### src/sv/wmpp_pkg.sv
package wmpp_pkg;

   // Window storage depth and derived widths
   localparam int WINDOW_DEPTH = 64;
   localparam int SLOT_W       = $clog2(WINDOW_DEPTH);
   localparam int CNT_W        = $clog2(WINDOW_DEPTH + 1);

   // Field widths
   localparam int SAMPLE_W     = 16;
   localparam int FILL_W       = 7;
   localparam int WLEN_W       = 7;
   localparam int WLEN_RESET   = 64;

   // Running sum of up to WINDOW_DEPTH samples
   localparam int SUM_W        = SAMPLE_W + $clog2(WINDOW_DEPTH);
   localparam int DIVCNT_W     = $clog2(SUM_W + 1);

   // Stream payload widths (packed, padded to bytes)
   localparam int REQ_DATA_W   = 16;
   localparam int RSP_FIELDS_W = FILL_W + SAMPLE_W + SAMPLE_W;
   localparam int RSP_DATA_W   = ((RSP_FIELDS_W + 7) / 8) * 8;

   // Register file
   localparam int CSR_ADDR_W   = 3;
   localparam int CSR_DATA_W   = 32;
   localparam int CSR_INDEX_W  = 1;
   localparam logic [CSR_INDEX_W-1:0] CSR_WINDOW_LENGTH = 1'b0;

   typedef enum logic [2:0] {
      ST_IDLE,
      ST_SCAN,
      ST_DRAIN,
      ST_PREP,
      ST_DIV,
      ST_DONE
   } state_type;

endpackage

### src/sv/window_mean_peak_to_peak.sv
// Sliding-window mean and peak-to-peak of signed Q8.8 samples. Each accepted
// item is written into a ring window of window_length samples (0 acts as 1,
// values above 64 act as 64); writing window_length empties the window. Per
// item one result comes out: fill count, mean (truncated toward zero) and
// max minus min of the held samples. After each accept the block works
// through these steps in order: the single read port of the window memory
// yields one held sample per cycle for the sum/min/max scan, a drain step
// empties the read pipeline, a prep step loads the divider, a restoring
// divider then works out the mean bit by bit over the 22-bit sum, and a done
// step loads the result once the output register is free. req_tready is low
// from the accept until the result is loaded; the result waits in that
// register, so the next item can be taken while it is still unread.
module window_mean_peak_to_peak (
   input  logic                               clock,
   input  logic                               reset,
   // item in
   input  logic                               req_tvalid,
   output logic                               req_tready,
   input  logic [wmpp_pkg::REQ_DATA_W-1:0]    req_tdata,  // [15:0] sample
   // result out
   output logic                               rsp_tvalid,
   input  logic                               rsp_tready,
   // [6:0] fill_count, [22:7] mean_value, [38:23] peak_to_peak, [39] zero
   output logic [wmpp_pkg::RSP_DATA_W-1:0]    rsp_tdata,
   // register port
   input  logic                               csr_psel,
   input  logic                               csr_penable,
   input  logic                               csr_pwrite,
   input  logic [wmpp_pkg::CSR_ADDR_W-1:0]    csr_paddr,
   input  logic [wmpp_pkg::CSR_DATA_W-1:0]    csr_pwdata,
   output logic [wmpp_pkg::CSR_DATA_W-1:0]    csr_prdata,
   output logic                               csr_pready
);
   import wmpp_pkg::*;

   state_type state_ff, state_in;

   logic [WLEN_W-1:0]           wlen_ff;
   logic [SLOT_W-1:0]           wslot_ff;
   logic [CNT_W-1:0]            held_ff;
   logic [SLOT_W-1:0]           scan_idx_ff;
   logic                        rd_valid_ff;
   logic                        first_ff;
   logic signed [SAMPLE_W-1:0]  rd_data_ff;
   logic signed [SUM_W-1:0]     sum_ff;
   logic signed [SAMPLE_W-1:0]  lo_ff, hi_ff;
   logic [SUM_W-1:0]            quo_ff;
   logic [CNT_W-1:0]            rem_ff;
   logic                        neg_ff;
   logic [DIVCNT_W-1:0]         div_cnt_ff;
   logic                        rsp_valid_ff;
   logic [RSP_DATA_W-1:0]       rsp_data_ff;

   logic signed [SAMPLE_W-1:0]  sample_store [WINDOW_DEPTH];

   logic                        accept;
   logic                        csr_wr;
   logic                        out_load;
   logic                        scan_last;
   logic [CNT_W-1:0]            active_len;
   logic [CNT_W-1:0]            slot_next;
   logic [CNT_W:0]              div_shift;
   logic [CNT_W+1:0]            div_trial;
   logic [SUM_W-1:0]            mean_full;
   logic [SAMPLE_W-1:0]         p2p;

   // Handshakes
   assign accept     = req_tvalid && req_tready;
   assign csr_wr     = csr_psel && csr_penable && csr_pwrite && csr_pready;
   assign csr_pready = 1'b1;
   assign req_tready = (state_ff == ST_IDLE);
   assign rsp_tvalid = rsp_valid_ff;
   assign rsp_tdata  = rsp_data_ff;

   // Register read
   always_comb begin
      csr_prdata = '0;
      if (csr_paddr[CSR_ADDR_W-1 -: CSR_INDEX_W] == CSR_WINDOW_LENGTH) begin
         csr_prdata = CSR_DATA_W'(wlen_ff);
      end
   end

   // Effective window length, clamped to 1..WINDOW_DEPTH
   always_comb begin
      if (wlen_ff == '0) begin
         active_len = CNT_W'(1);
      end else if (32'(wlen_ff) > WINDOW_DEPTH) begin
         active_len = CNT_W'(WINDOW_DEPTH);
      end else begin
         active_len = CNT_W'(wlen_ff);
      end
   end

   assign slot_next = CNT_W'(wslot_ff) + CNT_W'(1);
   assign scan_last = (CNT_W'(scan_idx_ff) == held_ff - CNT_W'(1));

   // One restoring divide step
   assign div_shift = {rem_ff, quo_ff[SUM_W-1]};
   assign div_trial = {1'b0, div_shift} - {2'b0, held_ff};

   assign mean_full = neg_ff ? (~quo_ff + SUM_W'(1)) : quo_ff;
   assign p2p       = SAMPLE_W'(hi_ff - lo_ff);
   assign out_load  = (state_ff == ST_DONE) && (!rsp_valid_ff || rsp_tready);

   // Sequencer state
   always_ff @(posedge clock) begin
      if (reset) begin
         state_ff <= ST_IDLE;
      end else begin
         state_ff <= state_in;
      end
   end

   always_comb begin
      state_in = state_ff;
      case (state_ff)
         ST_IDLE:  if (accept) state_in = ST_SCAN;
         ST_SCAN:  if (scan_last) state_in = ST_DRAIN;
         ST_DRAIN: state_in = ST_PREP;
         ST_PREP:  state_in = ST_DIV;
         ST_DIV:   if (div_cnt_ff == DIVCNT_W'(1)) state_in = ST_DONE;
         ST_DONE:  if (out_load) state_in = ST_IDLE;
         default:  state_in = ST_IDLE;
      endcase
   end

   // Window control: length register, write slot, fill count
   always_ff @(posedge clock) begin
      if (reset) begin
         wlen_ff  <= WLEN_W'(WLEN_RESET);
         wslot_ff <= '0;
         held_ff  <= '0;
      end else if (csr_wr) begin
         if (csr_paddr[CSR_ADDR_W-1 -: CSR_INDEX_W] == CSR_WINDOW_LENGTH) begin
            wlen_ff  <= csr_pwdata[WLEN_W-1:0];
            wslot_ff <= '0;
            held_ff  <= '0;
         end
      end else if (accept) begin
         wslot_ff <= (slot_next >= active_len) ? '0 : SLOT_W'(slot_next);
         if (held_ff < active_len) begin
            held_ff <= held_ff + CNT_W'(1);
         end
      end
   end

   // Window memory: one write, one registered read per cycle
   always_ff @(posedge clock) begin
      if (accept) begin
         sample_store[wslot_ff] <= signed'(req_tdata[SAMPLE_W-1:0]);
      end
      rd_data_ff <= sample_store[scan_idx_ff];
   end

   // Scan control
   always_ff @(posedge clock) begin
      if (reset) begin
         scan_idx_ff <= '0;
         rd_valid_ff <= 1'b0;
         first_ff    <= 1'b0;
      end else begin
         rd_valid_ff <= (state_ff == ST_SCAN);
         if (accept) begin
            scan_idx_ff <= '0;
            first_ff    <= 1'b1;
         end else begin
            if (state_ff == ST_SCAN) scan_idx_ff <= scan_idx_ff + SLOT_W'(1);
            if (rd_valid_ff) first_ff <= 1'b0;
         end
      end
   end

   // Sum, min and max over the streamed samples
   always_ff @(posedge clock) begin
      if (rd_valid_ff) begin
         if (first_ff) begin
            sum_ff <= SUM_W'(rd_data_ff);
            lo_ff  <= rd_data_ff;
            hi_ff  <= rd_data_ff;
         end else begin
            sum_ff <= sum_ff + SUM_W'(rd_data_ff);
            if (rd_data_ff < lo_ff) lo_ff <= rd_data_ff;
            if (rd_data_ff > hi_ff) hi_ff <= rd_data_ff;
         end
      end
   end

   // Divider: |sum| / fill count, one quotient bit per cycle
   always_ff @(posedge clock) begin
      if (reset) begin
         div_cnt_ff <= '0;
      end else if (state_ff == ST_PREP) begin
         div_cnt_ff <= DIVCNT_W'(SUM_W);
      end else if (state_ff == ST_DIV) begin
         div_cnt_ff <= div_cnt_ff - DIVCNT_W'(1);
      end
   end

   always_ff @(posedge clock) begin
      if (state_ff == ST_PREP) begin
         neg_ff <= sum_ff[SUM_W-1];
         quo_ff <= sum_ff[SUM_W-1] ? SUM_W'(-sum_ff) : SUM_W'(sum_ff);
         rem_ff <= '0;
      end else if (state_ff == ST_DIV) begin
         if (!div_trial[CNT_W+1]) begin
            rem_ff <= CNT_W'(div_trial);
            quo_ff <= {quo_ff[SUM_W-2:0], 1'b1};
         end else begin
            rem_ff <= CNT_W'(div_shift);
            quo_ff <= {quo_ff[SUM_W-2:0], 1'b0};
         end
      end
   end

   // Output register
   always_ff @(posedge clock) begin
      if (reset) begin
         rsp_valid_ff <= 1'b0;
      end else if (out_load) begin
         rsp_valid_ff <= 1'b1;
      end else if (rsp_tready) begin
         rsp_valid_ff <= 1'b0;
      end
   end

   always_ff @(posedge clock) begin
      if (out_load) begin
         rsp_data_ff <= RSP_DATA_W'({p2p, mean_full[SAMPLE_W-1:0], FILL_W'(held_ff)});
      end
   end

   // Checks
   a_accept_starts_scan: assert property (@(posedge clock) disable iff (reset)
      accept |=> state_ff == ST_SCAN)
      else $error("accepted item did not start a scan");

   a_held_bounded: assert property (@(posedge clock) disable iff (reset)
      held_ff <= active_len)
      else $error("fill count exceeds window length");

   a_slot_bounded: assert property (@(posedge clock) disable iff (reset)
      CNT_W'(wslot_ff) < active_len)
      else $error("write slot outside window");

   a_busy_has_samples: assert property (@(posedge clock) disable iff (reset)
      state_ff != ST_IDLE |-> held_ff != '0)
      else $error("processing with an empty window");

   a_rem_below_divisor: assert property (@(posedge clock) disable iff (reset)
      state_ff == ST_DIV |-> rem_ff < held_ff)
      else $error("divider remainder not below divisor");

endmodule

### config.mk
export PLATFORM = sky130hd
export DESIGN_NAME = window_mean_peak_to_peak
export DESIGN_NICKNAME = d
export VERILOG_FILES = /design/src/sv/wmpp_pkg.sv /design/src/sv/window_mean_peak_to_peak.sv
export SDC_FILE = /design/constraint.sdc
export NUM_CORES = 2
export LEC_CHECK = 0
export ABC_AREA = 1
export BUFFER_PORTS_ARGS = -buffer_cell sky130_fd_sc_hd__buf_2
export CAP_MARGIN = 30
export CORE_MARGIN = 2
export CORE_UTILIZATION = 50
export DETAILED_ROUTE_END_ITERATION = 8
export PLACE_DENSITY = 0.69
export RECOVER_POWER = 25
export SLEW_MARGIN = 30
export SYNTH_ARGS = -nofsm -noshare
export SYNTH_HDL_FRONTEND = slang
export SYNTH_SLANG_ARGS = --single-unit
export TNS_END_PERCENT = 30
### constraint.sdc
create_clock -name clock -period 2.55 [get_ports clock]
set_input_delay 0.255 -clock clock [delete_from_list [all_inputs] [get_ports clock]]
set_output_delay 0.255 -clock clock [all_outputs]
set_load 0.01 [all_outputs]
* Word level (Yosys, flattened, before mapping)
Memory sizes are Yosys's and may differ from the RTL's. A register that Yosys moved wholly into a read port is not among the register bits. Cells that the tools add are included.
Cells by class: bitwise operators 2, reduce and logical (&&, ||, !) cells 23, multipliers 0, add/subtract/negate cells 10, multiplexer cells 35, magnitude comparators 5, equal/unequal tests 12, shift-type cells 0, div/mod/pow operators 0
Operator list (count):
- $mux W22 | 4
- $mux W16 | 5
- $mux W7 | 8
- $mux W6 | 4
- $add A22 B16 Y22 | 1
- $neg A22 Y22 | 1
- $pmux W3 S6 | 1
- $add A16 B1 Y16 const B | 1
- $gt A16 B16 Y1 | 1
- $lt A16 B16 Y1 | 1
- $not A16 Y16 | 1
- $sub A16 B16 Y16 | 1
- $reduce_bool A2 Y1 | 7
- $mux W3 | 4
- $mux W5 | 2
- $sub A8 B7 Y9 | 1
- $ne A2 B2 Y1 const B | 4
- $reduce_and A2 Y1 | 4
- $add A6 B1 Y7 const B | 1
- $add A7 B1 Y7 const B | 1
- $eq A6 B7 Y1 | 1
- $ge A7 B7 Y1 | 1
- $gt A7 B7 Y1 const B | 1
- $logic_not A7 Y1 | 1
- 18 further kinds | 30
Word-level totals: output and inout bits 75, input bits 58, memories kept 1, RAM bits 1024, logic and storage cells 105, memory bits (read-only) 0, bits in registers 160, bits in latches 0
Memories:
- sample_store | depth 64, width 16, read ports 1, clocked after Yosys merged registers in 1, write ports 1, RTL line window_mean_peak_to_peak.sv:54 | logic signed [SAMPLE_W-1:0] sample_store [WINDOW_DEPTH];

* Logic depth before layout (Yosys ltp)
depth in word-level cells 7, depth in mapped cells 15, mapped depth without buffers 15

* Worst setup path after synthesis
OpenSTA, ideal clock, no wires.
path kind reg-to-reg, start reg state_ff[1], end reg rsp_data_ff[0] (netlist: rsp_tdata[0]), enable pin, buffers on the path 0, arrival 2.183 ns, cell stages (with the launch flop) 4, library setup time 0.435 ns, slack -0.068 ns, clock period less this slack 2.618 ns, required time 2.115 ns, cell sequence dfxtp_1 inv_1 nand3_1 nor2_1
On the way: cells in the longest elaborated chain, start to end 2
Ends and longest elaborated chain:
- start, declared | RTL line window_mean_peak_to_peak.sv:36 | state_type state_ff, state_in;
- start signal, assigned | RTL line window_mean_peak_to_peak.sv:110 | state_ff <= state_in;
- $eq A3 B3 Y1 | RTL line window_mean_peak_to_peak.sv:103 | assign out_load = (state_ff == ST_DONE) && (!rsp_valid_ff || rsp_tready);
- $logic_and A1 B1 Y1 | RTL line window_mean_peak_to_peak.sv:103
- net out_load | RTL line window_mean_peak_to_peak.sv:58 | logic out_load;
- end signal, assigned | RTL line window_mean_peak_to_peak.sv:228 | rsp_data_ff <= RSP_DATA_W'({p2p, mean_full[SAMPLE_W-1:0], FILL_W'(held_ff)});
- end, declared | RTL line window_mean_peak_to_peak.sv:52 | logic [RSP_DATA_W-1:0] rsp_data_ff;
The timed path passes the listed nets, and every way through them passes these cells. A chain may end at the register's enable or synchronous reset.

==> flow_summary.rst <==
.. list-table::
   :header-rows: 1

   * - Metric
     - Value
   * - Run status
     - complete, but fails checks
   * - Failing checks
     - max-capacitance violations, max-slew violations
   * - Number of clock sinks seen by CTS
     - 1200
   * - Cells on worst reg2reg path
     - 8
   * - Final Cycle Share
     - 92.4%
   * - Std cell rows
     - ~120
   * - Most common cell after layout, fill and taps aside
     - sky130_fd_sc_hd__edfxtp_1
   * - Insertion delay of the later-clocked pin in the worst-skew pair
     - around 730 ps
   * - Unrepaired setup endpoints after global routing
     - no
   * - Area of the mapped netlist
     - 51300 µm²
   * - Number of cells on the critical path
     - 8
   * - Number of filler cells placed in the layout
     - 8092
   * - Fraction of the yosys area taken by sequential cells
     - 69.0%
   * - Most frequent cells in the layout
     - 1140 x sky130_fd_sc_hd__edfxtp_1, 788 x sky130_fd_sc_hd__nor2_1, 590 x sky130_fd_sc_hd__o21ai_0, 525 x sky130_fd_sc_hd__nand2_1, 183 x sky130_fd_sc_hd__buf_4
   * - Final setup violating endpoints
     - 0
   * - # Max-Cap Violations
     - 12
   * - Data arrival at the endpoint of the critical path
     - 2940 ps
   * - Clock buffers created by TritonCTS
     - 116
   * - Buf/Inv on CP
     - 2
   * - Antenna violations before repair
     - 1
   * - Critical Path End Type
     - flop
   * - Largest stage delay on the critical path
     - approximately 500 ps
   * - Critical-path cell with the highest stage delay
     - sky130_fd_sc_hd__dfxtp_4
   * - Total number of vias
     - 35000
   * - Gate count after technology mapping
     - 4422
   * - Total power per unit cell area
     - 906 nW/µm²
   * - TritonCTS clock tree
     - yes
   * - Global-route usage over all layers
     - 24.7%
   * - Hold/Removal Path Class
     - in2reg
   * - Setup slack, reg-to-reg
     - just under 200 ps
   * - CTS max path bufs
     - 3
   * - Hold Vio Cnt, Final
     - 0
   * - Pleak
     - 20.6 nW
   * - DRT iter0 DRCs
     - between 3000 and 4000
   * - Worst ir drop on vdd
     - 0.679 mV
   * - Storage cell area
     - 35400 µm²
   * - Cell Chain, Critical Path
     - inv_8 > buf_12 > o21ai_0 > o21ai_0 > o211ai_1 > nand2_1 > nand3_1 > nand2_1
   * - Antenna violation net count after detailed routing
     - 0
   * - Pre-Repair DR Iteration Count
     - 6
   * - DP Cell Count
     - 5867
   * - Worst setup path startpoint
     - scan_idx_ff[0]$_SDFFE_PP0P_
   * - #FFs+latches synth
     - 1200
   * - Effective utilization at floorplan
     - 50.4%
   * - Multi-input gate area in the final layout
     - about 14000 µm²
   * - Core ar.
     - 102000 µm²
   * - Worst flop-to-flop path startpoint
     - scan_idx_ff[0]$_SDFFE_PP0P_
   * - Synth Area in Simple Gates
     - approximately 13%
   * - Final weighted congestion in routability-driven placement
     - roughly 0.89
   * - Max Fclk
     - about 420 MHz
   * - Average instance area after synthesis
     - 11.6 µm²
   * - Layout cells sized above 1
     - 10.6%
   * - Share of the synthesized area in compound gates (AO/OA/AOI/OAI)
     - about 11%
   * - Wirelength per Cell
     - 21.7 µm
   * - Number of I/O port buffers
     - 78
   * - Worst slew pin tran
     - 2160 ps
   * - Endpoint of the most critical register-to-register path
     - rd_data_ff[5]$_DFF_P_
   * - Largest family of logic cells by synthesized area
     - simple AND/OR/NAND/NOR gates
   * - Worst setup slack after placement
     - roughly 82 ps
   * - Final count of pins violating max slew
     - roughly 420
   * - Worst setup path end
     - rd_data_ff[5]$_DFF_P_
   * - Total Wirelength
     - 133 mm
   * - Deepest level of the CTS H-tree
     - 3
   * - Largest delay share family, worst path
     - compound AO/OA/AOI/OAI gates
   * - Nets
     - ~4800
   * - Die span in x
     - around 320 µm
   * - Yosys warning count
     - 0
   * - Worst-path maximum fanout
     - 40
   * - DRC
     - 0
   * - Clock input transition at the sequential cells of the worst setup and hold paths
     - roughly 60 ps
   * - Ant diodes
     - 0
   * - Aggregate global routing overflow
     - 0
   * - Post-Layout Cell Count
     - a little over 6000
   * - CP Launch Type
     - flop
   * - Estimated wirelength of the detail-placed design
     - 82.8 mm
   * - First-pass GRT wire length
     - between 150 and 200 mm
   * - Post-Synth XOR/XNOR Area
     - 0.939%
   * - Number of global-route vias before repair
     - 33000
   * - Proportion of synthesized area in mux cells
     - 0%
   * - Worst path setup slack after routing
     - 193 ps
   * - Synthesis-to-finish area growth
     - 13.7%
   * - Worst rel slew slack
     - -43.7%
   * - Total Die Area
     - 105000 µm²
   * - Shortest clock period the worst path allows after layout
     - 2360 ps
   * - Critical path data required time
     - around 3100 ps
   * - Die height
     - approximately 320 µm
   * - Number of distinct standard cells referenced by the synthesized netlist
     - 41
   * - Via count normalized by instance count
     - between 5 and 6
   * - Root Buffer Master
     - sky130_fd_sc_hd__clkbuf_16
   * - Top Ports
     - approximately 130
   * - Post-route setup TNS
     - 0 ps
   * - Maximum number of pins on one net before global-route repair
     - between 70 and 80
   * - Clock skew after layout
     - 36.2 ps
   * - Adder-cell share of the synthesized area
     - 2.43%
   * - Critical path class
     - reg2reg
[Yosys cell counts, drive strengths merged]
cell type / instances / area (µm²)
xor2: 37 / 324
and3: 1 / 6.26
a21oi: 138 / 691
o31ai: 3 / 22.5
and2: 1 / 6.26
nand3: 177 / 891
nand3b: 4 / 30.0
nand4: 52 / 325
a21boi: 2 / 15.0
ha: 95 / 1190
nor3: 26 / 145
or2: 21 / 131
o21a: 1 / 7.51
nor2: 791 / 2980
o211ai: 126 / 946
nand2: 527 / 1980
conb: 2 / 7.51
a21o: 6 / 45.0
inv: 166 / 623
a31oi: 8 / 50.1
edfxtp: 1140 / 34200
dfxtp: 60 / 1200
o22ai: 137 / 857
fa: 3 / 60.1
buf: 118 / 739
a211oi: 1 / 7.51
o21bai: 3 / 22.5
nor4: 6 / 37.5
xnor2: 18 / 158
clkbuf: 145 / 544
clkinv: 4 / 15.0
o221ai: 4 / 35.0
o21ai: 599 / 3000
[cell families (layout without fill, tap and decap cells)]
| group | count (synthesis) | after routing |
|---|---|---|
| flip-flops | 1200 | 1200 |
| other | 2 | 27 |
| XOR/XNOR | 55 | 55 |
| adder cells (fa/ha/maj) | 98 | 98 |
| buffers and inverters | 433 | 715 |
| AO/OA/AOI/OAI | 1028 | 1028 |
| AND/OR/NAND/NOR | 1606 | 1606 |
[worst min-delay path: stages]
cell and delay (ps):
sky130_fd_sc_hd__buf_2 110, sky130_fd_sc_hd__inv_1 80, sky130_fd_sc_hd__nor2_4 70, sky130_fd_sc_hd__inv_1 120, sky130_fd_sc_hd__a21oi_1 80
[worst min path at each step]
| stage | from | end | slack (ps) | cells past startpoint |
|---|---|---|---|---|
| global route | req_tvalid | first_ff$_SDFFE_PP0P_ | 110 | 5 |
| floorplan | reset | rsp_tvalid$_SDFFE_PP0P_ | 320 | 1 |
| global placement | rem_ff[3]$_SDFFE_PP0P_ | rem_ff[3]$_SDFFE_PP0P_ | 460 | 2 |
| finish | req_tvalid | first_ff$_SDFFE_PP0P_ | 90 | 5 |
| detailed placement | rem_ff[4]$_SDFFE_PP0P_ | rem_ff[4]$_SDFFE_PP0P_ | 470 | 2 |
| CTS | req_tdata[15] | sample_store[16][15]$_DFFE_PP_ | 0.9 | 1 |
[sequential cells by signal (all words and copies together), names as in the netlist]
signal / flops
wslot_ff: 6
scan_idx_ff: 6
rem_ff: 7
hi_ff: 16
state_ff: 3
sample_store: 1024
rsp_tdata: 39
held_ff: 7
rsp_tvalid: 1
wlen_ff: 7
first_ff: 1
quo_ff: 22
sum_ff: 22
neg_ff: 1
lo_ff: 16
rd_data_ff: 16
div_cnt_ff: 5
rd_valid_ff: 1
[cell type report]
cell class / instances / share of cell area [%]
multi-input cells: 2814 / 24.1
inverters: 170 / 1.11
flip-flops and latches: 1200 / 60.8
well taps: 1368 / 2.93
clock inverters: 66 / 0.903
repair buffers: 329 / 4.85
clock buffers: 150 / 5.30
[where the power goes]
| part | internal (mW) | switching, mW |
|---|---|---|
| Sequential | 22.8 | 0.847 |
| Combinational | 4.45 | 8.34 |
| Clock | 9.07 | 7.31 |
[metal layers]
layer	share of wire, %	track usage, %	vias up
met5	0	0	-
met4	3.3	8.76	0
met3	9.2	4.44	230
met2	47	40.3	1594
met1	40	33.5	16900
li1	-	-	16300
[metrics by stage]
stage	instance area, µm²	utilization (%)	power, mW	hold WS [ps]
after floorplan	51400	-	32.6	324
after global placement	54700	53.8	36.4	459
after detailed placement	54700	53.8	36.8	469
after CTS	58500	57.5	53.0	0.938
after global routing	58300	57.3	55.5	106
final	58300	57.3	52.8	85.6
[repair_timing]
action	CTS	global route
endpoints found under the setup margin	0	15
hold buffers	14	0
buffers inserted	0	0
gates resized for setup	0	7
endpoints found under the hold margin	28	0
Note: power is estimated with default switching activity, not from simulation.
